[src/design/tgp_pkg.sv]
package tgp_pkg;

	localparam int CHAR_W          = 7;
	localparam int TAG_IDX_W       = 5;
	localparam int DEF_NUM_TAGS    = 23;
	localparam int DEF_MAX_STORED  = 12;
	localparam int DEF_MAX_DATA    = 16;
	localparam int DEF_MAX_TAG     = 8;
	localparam int TABLE_SIZE      = 23;

	localparam logic [CHAR_W-1:0] CH_STX = 7'h02;
	localparam logic [CHAR_W-1:0] CH_ETX = 7'h03;
	localparam logic [CHAR_W-1:0] CH_LF  = 7'h0a;
	localparam logic [CHAR_W-1:0] CH_CR  = 7'h0d;
	localparam logic [CHAR_W-1:0] CH_SP  = 7'h20;

	localparam logic [2:0] PH_OUTSIDE = 3'd0;
	localparam logic [2:0] PH_IDLE    = 3'd1;
	localparam logic [2:0] PH_TAG     = 3'd2;
	localparam logic [2:0] PH_DATA    = 3'd3;
	localparam logic [2:0] PH_CHECK   = 3'd4;
	localparam logic [2:0] PH_WAIT_CR = 3'd5;
	localparam logic [2:0] PH_DROP    = 3'd6;

	typedef struct packed {
		logic [TAG_IDX_W-1:0] tag_index;
		logic [CHAR_W-1:0]    data_char;
		logic                 char_valid;
		logic                 last;
	} res_t;

	// tag names packed 8 chars x 8 bits, last char in low bits
	function automatic logic [63:0] tag_name(input logic [5:0] i);
		logic [63:0] s;
		s = '0;
		case (i)
			6'd0:  s = 64'("ADCO");
			6'd1:  s = 64'("OPTARIF");
			6'd2:  s = 64'("ISOUSC");
			6'd3:  s = 64'("BASE");
			6'd4:  s = 64'("HCHC");
			6'd5:  s = 64'("HCHP");
			6'd6:  s = 64'("EJPHN");
			6'd7:  s = 64'("EJPHPM");
			6'd8:  s = 64'("BBRHCJB");
			6'd9:  s = 64'("BBRHPJB");
			6'd10: s = 64'("BBRHCJW");
			6'd11: s = 64'("BBRHPJW");
			6'd12: s = 64'("BBRHCJR");
			6'd13: s = 64'("BBRHPJR");
			6'd14: s = 64'("PEJP");
			6'd15: s = 64'("PTEC");
			6'd16: s = 64'("DEMAIN");
			6'd17: s = 64'("IINST");
			6'd18: s = 64'("ADPS");
			6'd19: s = 64'("IMAX");
			6'd20: s = 64'("PAPP");
			6'd21: s = 64'("HHPHC");
			6'd22: s = 64'("MOTDETAT");
			default: s = '0;
		endcase
		return s;
	endfunction

	function automatic logic [3:0] tag_len(input logic [5:0] i);
		logic [63:0] s;
		logic [3:0]  n;
		s = tag_name(i);
		n = 4'd0;
		for (int k = 0; k < 8; k++)
			if (s[8*k +: 8] != 8'd0) n = 4'(k + 1);
		return n;
	endfunction

	// tag name re-packed to 7 bits per char, first char low
	function automatic logic [55:0] tag_chars7(input logic [5:0] i);
		logic [63:0] s;
		logic [3:0]  n;
		logic [55:0] r;
		s = tag_name(i);
		n = tag_len(i);
		r = '0;
		for (int k = 0; k < 8; k++)
			if (4'(k) < n) r[7*k +: 7] = s[8*(int'(n)-1-k) +: 7];
		return r;
	endfunction

	function automatic logic [4:0] tag_cap(input logic [5:0] i);
		logic [4:0] c;
		case (i)
			6'd0: c = 5'd12;
			6'd1: c = 5'd4;
			6'd2: c = 5'd2;
			6'd14: c = 5'd2;
			6'd15, 6'd16: c = 5'd4;
			6'd17, 6'd18, 6'd19: c = 5'd3;
			6'd20: c = 5'd5;
			6'd21: c = 5'd1;
			6'd22: c = 5'd6;
			default: c = 5'd9;
		endcase
		return c;
	endfunction

endpackage

[src/design/tgp_stream_if.sv]
interface tgp_stream_if #(parameter int W = 7);
	logic         valid;
	logic         ready;
	logic [W-1:0] data;
	modport source(output valid, output data, input ready);
	modport sink(input valid, input data, output ready);
endinterface

[src/design/tgp_ram.sv]
module tgp_ram #(
	parameter int WIDTH = 8,
	parameter int DEPTH = 16
) (
	input  logic                     clk,
	input  logic                     we,
	input  logic [$clog2(DEPTH)-1:0] waddr,
	input  logic [WIDTH-1:0]         wdata,
	input  logic [$clog2(DEPTH)-1:0] raddr,
	output logic [WIDTH-1:0]         rdata
);
	logic [WIDTH-1:0] mem_q [DEPTH];
	always_ff @(posedge clk) begin
		if (we) mem_q[waddr] <= wdata;
		rdata <= mem_q[raddr];
	end
endmodule

[src/design/tgp_front.sv]
// Character parser: frame/group state, tag match and checksum.
// Data characters go to the back end's group buffer as they arrive;
// a completed good group is pushed as a tag index into a small queue.
module tgp_front import tgp_pkg::*; #(
	parameter int NUM_TAGS = DEF_NUM_TAGS,
	parameter int MAX_DATA = DEF_MAX_DATA,
	parameter int MAX_TAG  = DEF_MAX_TAG,
	localparam int DCW = $clog2(MAX_DATA + 1),
	localparam int DAW = $clog2(MAX_DATA)
) (
	input  logic              clk,
	input  logic              arst_n,
	tgp_stream_if.sink        rx,
	input  logic              q_full,
	output logic              wr_en,
	output logic [DAW-1:0]    wr_addr,
	output logic [CHAR_W-1:0] wr_char,
	output logic              push,
	output logic [5:0]        push_tag,
	output logic [DCW-1:0]    push_cnt
);
	logic [2:0]        phase_q;
	logic [55:0]       tag_q;
	logic [3:0]        tcnt_q;
	logic [DCW-1:0]    dcnt_q;
	logic [7:0]        sum_q;
	logic [CHAR_W-1:0] c;
	logic              acc;
	logic [5:0]        hit;
	logic              found;
	logic [7:0]        expect_sum;

	// while a pushed group waits in the queue the buffer must not be overwritten
	assign rx.ready = !q_full;
	assign acc = rx.valid && rx.ready;
	assign c = rx.data;
	assign expect_sum = 8'(CH_SP) + {2'b0, sum_q[5:0]};

	always_comb begin
		hit = '0;
		found = 1'b0;
		for (int i = NUM_TAGS - 1; i >= 0; i--) begin
			if (i < TABLE_SIZE && tag_len(6'(i)) == tcnt_q && tcnt_q != 0
			    && int'(tcnt_q) <= MAX_TAG && tag_chars7(6'(i)) == tag_q) begin
				hit = 6'(i);
				found = 1'b1;
			end
		end
	end

	assign wr_char = c;
	assign wr_addr = DAW'(dcnt_q);
	assign wr_en = acc && phase_q == PH_DATA && c != CH_SP && c != CH_ETX &&
		c != CH_STX && c != CH_LF && int'(dcnt_q) < MAX_DATA;
	assign push = acc && phase_q == PH_WAIT_CR && c == CH_CR && found;
	assign push_tag = hit;
	assign push_cnt = dcnt_q;

	always_ff @(posedge clk or negedge arst_n) begin
		if (!arst_n) begin
			phase_q <= PH_OUTSIDE;
			tag_q <= '0;
			tcnt_q <= '0;
			dcnt_q <= '0;
			sum_q <= 8'h20;
		end else if (acc) begin
			if (phase_q == PH_OUTSIDE) begin
				if (c == CH_STX) phase_q <= PH_IDLE;
			end else if (c == CH_ETX) begin
				phase_q <= PH_OUTSIDE;
			end else if (c == CH_STX) begin
				phase_q <= PH_IDLE;
			end else if (c == CH_LF) begin
				tag_q <= '0;
				tcnt_q <= '0;
				dcnt_q <= '0;
				sum_q <= 8'h20;
				phase_q <= PH_TAG;
			end else begin
				case (phase_q)
					PH_TAG: begin
						if (c == CH_SP) phase_q <= PH_DATA;
						else if (int'(tcnt_q) < MAX_TAG) begin
							tag_q[7*tcnt_q[2:0] +: 7] <= c;
							tcnt_q <= tcnt_q + 4'd1;
							sum_q <= sum_q + {1'b0, c};
						end else phase_q <= PH_DROP;
					end
					PH_DATA: begin
						if (c == CH_SP) phase_q <= PH_CHECK;
						else if (int'(dcnt_q) < MAX_DATA) begin
							dcnt_q <= dcnt_q + 1'b1;
							sum_q <= sum_q + {1'b0, c};
						end else phase_q <= PH_DROP;
					end
					PH_CHECK: phase_q <= ({1'b0, c} == expect_sum) ? PH_WAIT_CR : PH_DROP;
					PH_WAIT_CR: phase_q <= PH_IDLE;
					PH_IDLE, PH_DROP: phase_q <= phase_q;
					default: phase_q <= PH_IDLE;
				endcase
			end
		end
	end
endmodule

[src/design/tgp_back.sv]
// Group executor: compares with the stored copy, updates it, emits results.
module tgp_back import tgp_pkg::*; #(
	parameter int NUM_TAGS   = DEF_NUM_TAGS,
	parameter int MAX_STORED = DEF_MAX_STORED,
	parameter int MAX_DATA   = DEF_MAX_DATA,
	localparam int DCW = $clog2(MAX_DATA + 1),
	localparam int DAW = $clog2(MAX_DATA),
	localparam int SLW = $clog2(MAX_STORED + 1),
	localparam int SAW = $clog2(NUM_TAGS * MAX_STORED),
	localparam int TW  = (NUM_TAGS > 1) ? $clog2(NUM_TAGS) : 1
) (
	input  logic              clk,
	input  logic              arst_n,
	input  logic              wr_en,
	input  logic [DAW-1:0]    wr_addr,
	input  logic [CHAR_W-1:0] wr_char,
	input  logic              push,
	input  logic [5:0]        push_tag,
	input  logic [DCW-1:0]    push_cnt,
	output logic              q_full,
	tgp_stream_if.source      res
);
	localparam logic [2:0] S_IDLE = 3'd0, S_CMP = 3'd1, S_DEC = 3'd2,
		S_EMIT = 3'd3, S_WAIT = 3'd4;

	// one-entry queue of finished groups
	logic           qv_q;
	logic [5:0]     qtag_q;
	logic [DCW-1:0] qcnt_q;

	logic [2:0]       st_q;
	logic [DCW-1:0]   k_q;
	logic             diff_q;
	logic [4:0]       cap_q;
	logic [DCW-1:0]   keep_q;
	logic [NUM_TAGS-1:0] seen_q;
	logic [SLW-1:0]   slen_q [NUM_TAGS];
	logic             ov_q;
	res_t             ob_q;

	logic [CHAR_W-1:0] dbuf_rd, sv_rd;
	logic [DAW-1:0]    dbuf_ra;
	logic              sv_we;
	logic [SAW-1:0]    sv_a;
	logic              rd_pend_q;
	logic [DCW-1:0]    rk_q;
	logic [TW-1:0]     t;

	assign q_full = qv_q;
	assign t = TW'(qtag_q);

	tgp_ram #(.WIDTH(CHAR_W), .DEPTH(MAX_DATA)) u_dbuf (
		.clk(clk), .we(wr_en), .waddr(wr_addr), .wdata(wr_char),
		.raddr(dbuf_ra), .rdata(dbuf_rd));

	tgp_ram #(.WIDTH(CHAR_W), .DEPTH(NUM_TAGS * MAX_STORED)) u_store (
		.clk(clk), .we(sv_we), .waddr(sv_a), .wdata(dbuf_rd),
		.raddr(sv_a), .rdata(sv_rd));

	// k indexes the read address issued this cycle; rk is the one whose data is valid
	logic issue;
	logic ob_load;
	assign dbuf_ra = DAW'(rd_pend_q ? rk_q : k_q);
	assign sv_a = SAW'(int'(t) * MAX_STORED + int'(rd_pend_q ? rk_q : k_q));
	assign sv_we = st_q == S_EMIT && rd_pend_q && (!ov_q || res.ready) && rk_q < keep_q
		&& diff_q;
	assign issue = (st_q == S_CMP) ? (!rd_pend_q && k_q < qcnt_q && 5'(k_q) < cap_q)
		: (st_q == S_EMIT && (!ov_q || res.ready) && !rd_pend_q && k_q < qcnt_q);
	// output register takes a new result this cycle
	assign ob_load = (st_q == S_DEC && diff_q && qcnt_q == '0)
		|| (st_q == S_EMIT && !issue && rd_pend_q && (!ov_q || res.ready));

	assign res.valid = ov_q;
	assign res.data = ob_q;

	always_ff @(posedge clk or negedge arst_n) begin
		if (!arst_n) begin
			qv_q <= 1'b0;
			st_q <= S_IDLE;
			seen_q <= '0;
			ov_q <= 1'b0;
			rd_pend_q <= 1'b0;
			k_q <= '0;
			rk_q <= '0;
			diff_q <= 1'b0;
		end else begin
			ov_q <= ob_load || (ov_q && !res.ready);
			if (push) begin
				qv_q <= 1'b1;
				qtag_q <= push_tag;
				qcnt_q <= push_cnt;
			end
			case (st_q)
				S_IDLE: if (qv_q) begin
					cap_q <= (int'(tag_cap(qtag_q)) > MAX_STORED) ?
						5'(MAX_STORED) : tag_cap(qtag_q);
					diff_q <= !seen_q[t] || DCW'(slen_q[t]) != qcnt_q;
					k_q <= '0;
					rd_pend_q <= 1'b0;
					st_q <= S_CMP;
				end
				S_CMP: begin
					rd_pend_q <= issue;
					rk_q <= k_q;
					if (issue) k_q <= k_q + 1'b1;
					if (rd_pend_q && sv_rd != dbuf_rd) diff_q <= 1'b1;
					if (!issue && !rd_pend_q) st_q <= S_DEC;
				end
				S_DEC: begin
					k_q <= '0;
					rd_pend_q <= 1'b0;
					keep_q <= (DCW'(cap_q) < qcnt_q) ? DCW'(cap_q) : qcnt_q;
					if (!diff_q) begin
						qv_q <= 1'b0;
						st_q <= S_IDLE;
					end else begin
						seen_q[t] <= 1'b1;
						slen_q[t] <= SLW'((DCW'(cap_q) < qcnt_q) ? DCW'(cap_q) : qcnt_q);
						if (qcnt_q == '0) begin
							ob_q <= '{tag_index: TAG_IDX_W'(qtag_q), data_char: '0,
								char_valid: 1'b0, last: 1'b1};
							st_q <= S_WAIT;
						end else st_q <= S_EMIT;
					end
				end
				S_EMIT: begin
					if (issue) begin
						k_q <= k_q + 1'b1;
						rk_q <= k_q;
						rd_pend_q <= 1'b1;
					end else if (rd_pend_q && (!ov_q || res.ready)) begin
						ob_q <= '{tag_index: TAG_IDX_W'(qtag_q), data_char: dbuf_rd,
							char_valid: 1'b1, last: rk_q + 1'b1 == qcnt_q};
						rd_pend_q <= 1'b0;
						if (rk_q + 1'b1 == qcnt_q) st_q <= S_WAIT;
					end
				end
				S_WAIT: if (!ov_q || res.ready) begin
					qv_q <= 1'b0;
					st_q <= S_IDLE;
				end
				default: st_q <= S_IDLE;
			endcase
		end
	end
endmodule

[src/design/teleinfo_group_parser.sv]
// Teleinfo (historic mode) group parser.
// rx: one 7-bit character per transaction. res: one transaction per data
// character of a published group (tag_index, data_char, char_valid, last);
// empty data gives a single transaction with char_valid low.
// A front parser tracks STX/ETX frames and LF..CR groups, writing data
// characters into a group buffer and checking tag and checksum at speed:
// one character per cycle unless rx is stalled. A good group is handed to
// the back end through a one-entry queue; rx stalls only while that entry
// is occupied. The back end compares the group with the stored copy,
// reading one character and comparing it before it reads the next (one
// port on the store RAM), then emits the characters in the same way while
// res is ready, and writes the truncated copy back.
// Reset returns the parser outside a frame and forgets every seen tag;
// stored copies only count in the comparison after their tag was published once.
// When res stalls the held result stays put and the back end waits;
// rx stays stalled until the back end has finished the group.
module teleinfo_group_parser import tgp_pkg::*; #(
	parameter int NUM_TAGS       = DEF_NUM_TAGS,
	parameter int MAX_STORED_LEN = DEF_MAX_STORED,
	parameter int MAX_DATA_LEN   = DEF_MAX_DATA,
	parameter int MAX_TAG_LEN    = DEF_MAX_TAG,
	localparam int DCW = $clog2(MAX_DATA_LEN + 1),
	localparam int DAW = $clog2(MAX_DATA_LEN)
) (
	input  logic         clk,
	input  logic         arst_n,
	tgp_stream_if.sink   rx,
	tgp_stream_if.source res
);
	logic              q_full, wr_en, push;
	logic [DAW-1:0]    wr_addr;
	logic [CHAR_W-1:0] wr_char;
	logic [5:0]        push_tag;
	logic [DCW-1:0]    push_cnt;

	tgp_front #(.NUM_TAGS(NUM_TAGS), .MAX_DATA(MAX_DATA_LEN), .MAX_TAG(MAX_TAG_LEN))
	u_front (
		.clk(clk), .arst_n(arst_n), .rx(rx), .q_full(q_full), .wr_en(wr_en),
		.wr_addr(wr_addr), .wr_char(wr_char), .push(push), .push_tag(push_tag),
		.push_cnt(push_cnt));

	tgp_back #(.NUM_TAGS(NUM_TAGS), .MAX_STORED(MAX_STORED_LEN), .MAX_DATA(MAX_DATA_LEN))
	u_back (
		.clk(clk), .arst_n(arst_n), .wr_en(wr_en), .wr_addr(wr_addr),
		.wr_char(wr_char), .push(push), .push_tag(push_tag), .push_cnt(push_cnt),
		.q_full(q_full), .res(res));

	// a group is never pushed while the queue entry is taken
	assert property (@(posedge clk) disable iff (!arst_n) push |-> !q_full)
		else $error("push into full queue");
	assert property (@(posedge clk) disable iff (!arst_n) q_full |-> !rx.ready)
		else $error("rx ready while queue full");
	assert property (@(posedge clk) disable iff (!arst_n) push |=> q_full)
		else $error("pushed group lost");
endmodule

[src/flat_wrapper.sv]
// flat-port wrapper written by rule: the top's interface ports become plain ports
module teleinfo_group_parser_flat import tgp_pkg::*;
#(
	parameter int NUM_TAGS       = DEF_NUM_TAGS,
	parameter int MAX_STORED_LEN = DEF_MAX_STORED,
	parameter int MAX_DATA_LEN   = DEF_MAX_DATA,
	parameter int MAX_TAG_LEN    = DEF_MAX_TAG,
	localparam int DCW = $clog2(MAX_DATA_LEN + 1),
	localparam int DAW = $clog2(MAX_DATA_LEN)
)
  (clk, arst_n, rx_valid, rx_data, rx_ready, res_valid, res_data, res_ready);
  tgp_stream_if #(.W(CHAR_W)) rx_i ();
  tgp_stream_if #(.W($bits(res_t))) res_i ();
  input  logic clk;
  input  logic arst_n;
  input wire logic [$bits(rx_i.valid)-1:0] rx_valid;
  input wire logic [$bits(rx_i.data)-1:0] rx_data;
  output wire logic [$bits(rx_i.ready)-1:0] rx_ready;
  output wire logic [$bits(res_i.valid)-1:0] res_valid;
  output wire logic [$bits(res_i.data)-1:0] res_data;
  input wire logic [$bits(res_i.ready)-1:0] res_ready;
  assign rx_i.valid = rx_valid;
  assign rx_i.data = rx_data;
  assign rx_ready = rx_i.ready;
  assign res_valid = res_i.valid;
  assign res_data = res_i.data;
  assign res_i.ready = res_ready;
  teleinfo_group_parser #(.NUM_TAGS(NUM_TAGS), .MAX_STORED_LEN(MAX_STORED_LEN), .MAX_DATA_LEN(MAX_DATA_LEN), .MAX_TAG_LEN(MAX_TAG_LEN)) u_core (.clk(clk), .arst_n(arst_n), .rx(rx_i), .res(res_i));
endmodule
[config.mk]
export PLATFORM = sky130hd
export DESIGN_NAME = teleinfo_group_parser_flat
export DESIGN_NICKNAME = d
export VERILOG_FILES = /design/src/design/tgp_pkg.sv /design/src/design/tgp_stream_if.sv /design/src/design/tgp_ram.sv /design/src/design/tgp_front.sv /design/src/design/tgp_back.sv /design/src/design/teleinfo_group_parser.sv /design/src/flat_wrapper.sv
export SDC_FILE = /design/constraint.sdc
export NUM_CORES = 2
export LEC_CHECK = 0
export BUFFER_PORTS_ARGS = -buffer_cell sky130_fd_sc_hd__clkbuf_2
export CAP_MARGIN = 20
export CORE_MARGIN = 2
export CORE_UTILIZATION = 60
export CTS_CLUSTER_DIAMETER = 120
export DETAILED_ROUTE_END_ITERATION = 8
export GPL_TIMING_DRIVEN = 0
export PLACE_DENSITY = 0.83
export SLEW_MARGIN = 40
export SYNTH_ARGS = -nofsm -noshare
export SYNTH_HDL_FRONTEND = slang
export SYNTH_HIERARCHICAL = 1
export SYNTH_SLANG_ARGS = --single-unit
[constraint.sdc]
create_clock -name clk -period 6.8 [get_ports clk]
set_clock_uncertainty 0.1 [all_clocks]
set_input_delay 0.68 -clock clk [delete_from_list [all_inputs] [get_ports clk]]
set_output_delay 0.68 -clock clk [all_outputs]
set_load 0.03 [all_outputs]
==> flow_summary.json <==
{
  "final-instance-count-excl-fill": 7581,
  "initialDrtViolationCount": 10123,
  "synth_cell_types": 104,
  "p_comb_frac": 0.330,
  "wire_per_inst_um": 36.0,
  "postCtsSetupRepairBufs": 0,
  "grt_pass1_wl_mm": 383,
  "grt_start_max_net_pins": 73,
  "place_inst": 7165,
  "worstPathRequired_ns": 7.46,
  "area_growth_pct": 11.9,
  "syn-cell-area_mm2": 0.0935,
  "clock-root-buffer": "clkbuf_16",
  "die_w_um": 399,
  "fp.coreArea_mm2": 0.154,
  "tightestPinTransition_ns": 1.04,
  "ctsHoldBuffers": 1,
  "synth_area_per_cell_um2": 18.5,
  "fin_crit_sh": 0.977,
  "ctsLongestPathBuffers": 3,
  "ys_seq_area_frac": 0.732,
  "critPathLaunchType": "flip-flop",
  "outcome": "finished, final reports clean",
  "grtUsageMet1": 0.434,
  "max_freq_mhz": 150,
  "hold_depth": 4,
  "ctsResizeCount": 0,
  "reg2regPathDepth": 16,
  "dieArea_mm2": 0.159,
  "gr-usage-met3": 0.101,
  "ant_nets": 0,
  "use_met2": 0.522,
  "gp_congestion": 0.981,
  "regArea_mm2": 0.0685,
  "cp-end-kind": "flip-flop",
  "fin_nets": 5396,
  "hold_path.class": "input port to flip-flop",
  "busiest_layer": "met2",
  "synth_edf_count": 2170,
  "synth_ff_type": "edfxtp_1",
  "clockPowerShare": 0.271,
  "finalWirelength_mm": 273,
  "drive_above_1_share": 0.203,
  "syn-num-nets": 5107,
  "setup_violations": 0,
  "peakVddDrop_mv": 0.302,
  "synth_seq_cells": 2307,
  "grt_pass1_vias": 54038,
  "grt-ovfl-total": 0,
  "worstPathArrival_ns": 7.31,
  "finalHoldViolCount": 0,
  "synthArstFlopShare": 0.0494,
  "power.internal_mw": 29.8,
  "num_io_pins": 27,
  "crit_path_max_fanout": 10,
  "nFillCells": 9091,
  "start_util": 0.606,
  "yosysWarnings": 6,
  "port_buffers": 26,
  "p_leak_nw": 33.6,
  "maxCapViolCount": 0,
  "clk_latency_ns": 0.84,
  "path_class": "flip-flop to flip-flop",
  "maxSlewViolCount": 0,
  "die_y_um": 399,
  "vias": 55052,
  "design_area_mm2": 0.105,
  "tritoncts": "yes",
  "seqPwrFrac": 0.399,
  "vias_per_cell": 7.26,
  "postPlaceCellArea_mm2": 0.0973,
  "drc": 0,
  "rsz0062_at_grt": "no",
  "syn_inst": 5050,
  "dr.pass1.iters": 7,
  "power_density_mw_per_mm2": 431,
  "cts_sinks": 2307,
  "p_sw_mw": 15.3,
  "slew_headroom": 0.303,
  "path_clk_slew_ns": 0.06,
  "cts_made_buffers": 215,
  "num_rows": 144,
  "multi_input_area_mm2": 0.0230,
  "fin_crit_ns": 6.65,
  "track_usage": 0.343,
  "swShare": 0.340,
  "place_hpwl_mm": 176,
  "h-tree-depth": 4,
  "antenna_found_initial": 20
}
per-stage QoR:
stage / TNS (ns) / hold slack [ns] / setup slack (ns) / power, mW / utilization
floorplan: 0 / 0.284 / 1.86 / 27.1 / -
global placement: -3280.18 / 0.353 / -2.60 / 32.2 / 0.623
detailed placement: 0 / 0.362 / 0.697 / 32.3 / 0.630
CTS: 0 / 0.134 / 0.510 / 44.5 / 0.677
global route: 0 / 0.180 / 0.295 / 45.8 / 0.677
finish: 0 / 0.173 / 0.155 / 45.1 / 0.677
final timing paths:
| kind | from | endpoint | slack [ns] |
|---|---|---|---|
| min | rx_data[4] | u_core/u_front/tag_q[32] | 0.17 |
| min reg2reg | u_core/u_back/seen_q[21] | u_core/u_back/seen_q[21] | 0.38 |
| max in group asynchronous | arst_n | u_core/u_back/diff_q | 5.59 |
| max reg2reg | u_core/u_back/qtag_q[1] | u_core/u_back/u_store/rdata[2] | 0.15 |
| min in group asynchronous | arst_n | u_core/u_front/tag_q[32] | 0.29 |
| max | u_core/u_back/qtag_q[1] | u_core/u_back/u_store/rdata[2] | 0.15 |
layout by cell type (no fill, tap or decap), drive strengths merged, types with 30 or more instances in the layout:
cell type,Yosys,layout
a2111oi,39,39
a21oi,66,66
a22oi,133,133
buf,152,197
clkbuf,144,421
clkinv,1,100
dfrtp,113,113
edfxtp,2170,2170
ha,43,43
inv,41,45
mux2,30,30
mux2i,197,197
mux4,455,455
nand2,211,211
nand2b,40,40
nand3,108,108
nor2,442,442
nor2b,45,45
nor3,53,53
o21ai,93,93
power by group through the flow:
stage	Clock, mW	Sequential (mW)	Combinational [mW]
finish	12.2	18.0	14.9
global route	12.8	18.0	15.0
CTS	12.3	18.0	14.3
detailed placement	0	18.3	14.0
global placement	0	20.6	11.6
floorplan	0	19.3	7.77
synth_stat cells (all sizes together) (9+ instances only):
cell / count / area [µm²]
edfxtp: 2170 / 65200
mux4: 455 / 10400
nor2: 442 / 1660
nand2: 211 / 795
mux2i: 197 / 1970
buf: 152 / 1360
clkbuf: 144 / 696
a22oi: 133 / 998
dfrtp: 113 / 2830
nand3: 108 / 541
o21ai: 93 / 465
a21oi: 66 / 334
nor3: 53 / 265
nor2b: 45 / 282
ha: 43 / 538
inv: 41 / 154
nand2b: 40 / 250
a2111oi: 39 / 374
mux2: 30 / 342
nand4: 29 / 181
a22o: 28 / 245
a31oi: 27 / 169
a211oi: 26 / 200
a221oi: 26 / 228
o21bai: 24 / 180
dfxtp: 23 / 460
nor4: 20 / 140
and2: 19 / 123
xnor2: 18 / 158
xor2: 18 / 158
o211ai: 17 / 128
nor3b: 16 / 120
a21o: 14 / 105
o22ai: 13 / 81.3
o31ai: 13 / 103
a32oi: 9 / 78.8
and3: 9 / 56.3
layout make-up:
cell class,count,share of cell area
Tap cell,2044,0.0245
Inverter,42,0.00151
Timing Repair Buffer,72,0.00959
Sequential cell,2307,0.655
Clock inverter,149,0.0152
Buffer,297,0.0202
Antenna cell,15,0.000359
Multi-Input combinational cell,2404,0.220
Clock buffer,251,0.0533
kinds of logic after synthesis:
family,after synthesis,synth area share
AND/OR/NAND/NOR,1060,0.0534
flip-flops,2307,0.732
other,2,0.0000803
buffers and inverters,339,0.0237
multiplexers,682,0.136
XOR/XNOR,36,0.00337
AO/OA/AOI/OAI,578,0.0443
adder cells (fa/ha/maj),46,0.00640
state kept, by name, indices dropped and copies added (netlist names), 5 cells and up, named ones only:
signal / flops
u_core/u_back/u_dbuf/mem_q: 112
u_core/u_back/keep_q: 5
u_core/u_back/qtag_q: 6
u_core/u_back/seen_q: 23
u_core/u_back/u_store/rdata: 7
u_core/u_back/k_q: 5
u_core/u_back/qcnt_q: 5
u_core/u_front/tag_q: 56
u_core/u_back/u_store/mem_q: 1932
u_core/u_front/sum_q: 6
u_core/u_back/u_dbuf/rdata: 7
u_core/u_back/slen_q: 92
u_core/u_back/res.data: 14
u_core/u_back/rk_q: 5
u_core/u_front/push_cnt: 5
worst max-delay path, stage by stage, from the launching register on:
cell and delay, ns:
edfxtp_1 0.50, buf_2 0.33, inv_1 0.15, fa_1 0.59, inv_1 0.05, ha_1 0.40, a21oi_1 0.12, nor2_1 0.27
xor2_2 0.67, clkbuf_1 0.73, nand2_1 0.59, clkbuf_1 0.43, a2111oi_0 0.76, nor2_1 0.21, nand4_1 0.28, a32oi_1 0.16
a32oi_1 0.20
metal layers:
metal / wire length (µm) / part of all wire
met1: 86300 / 0.32
met2: 124000 / 0.45
met3: 40400 / 0.15
met4: 21800 / 0.080
met5: 141 / 0.00052
Note: power is estimated with default switching activity, not from simulation.
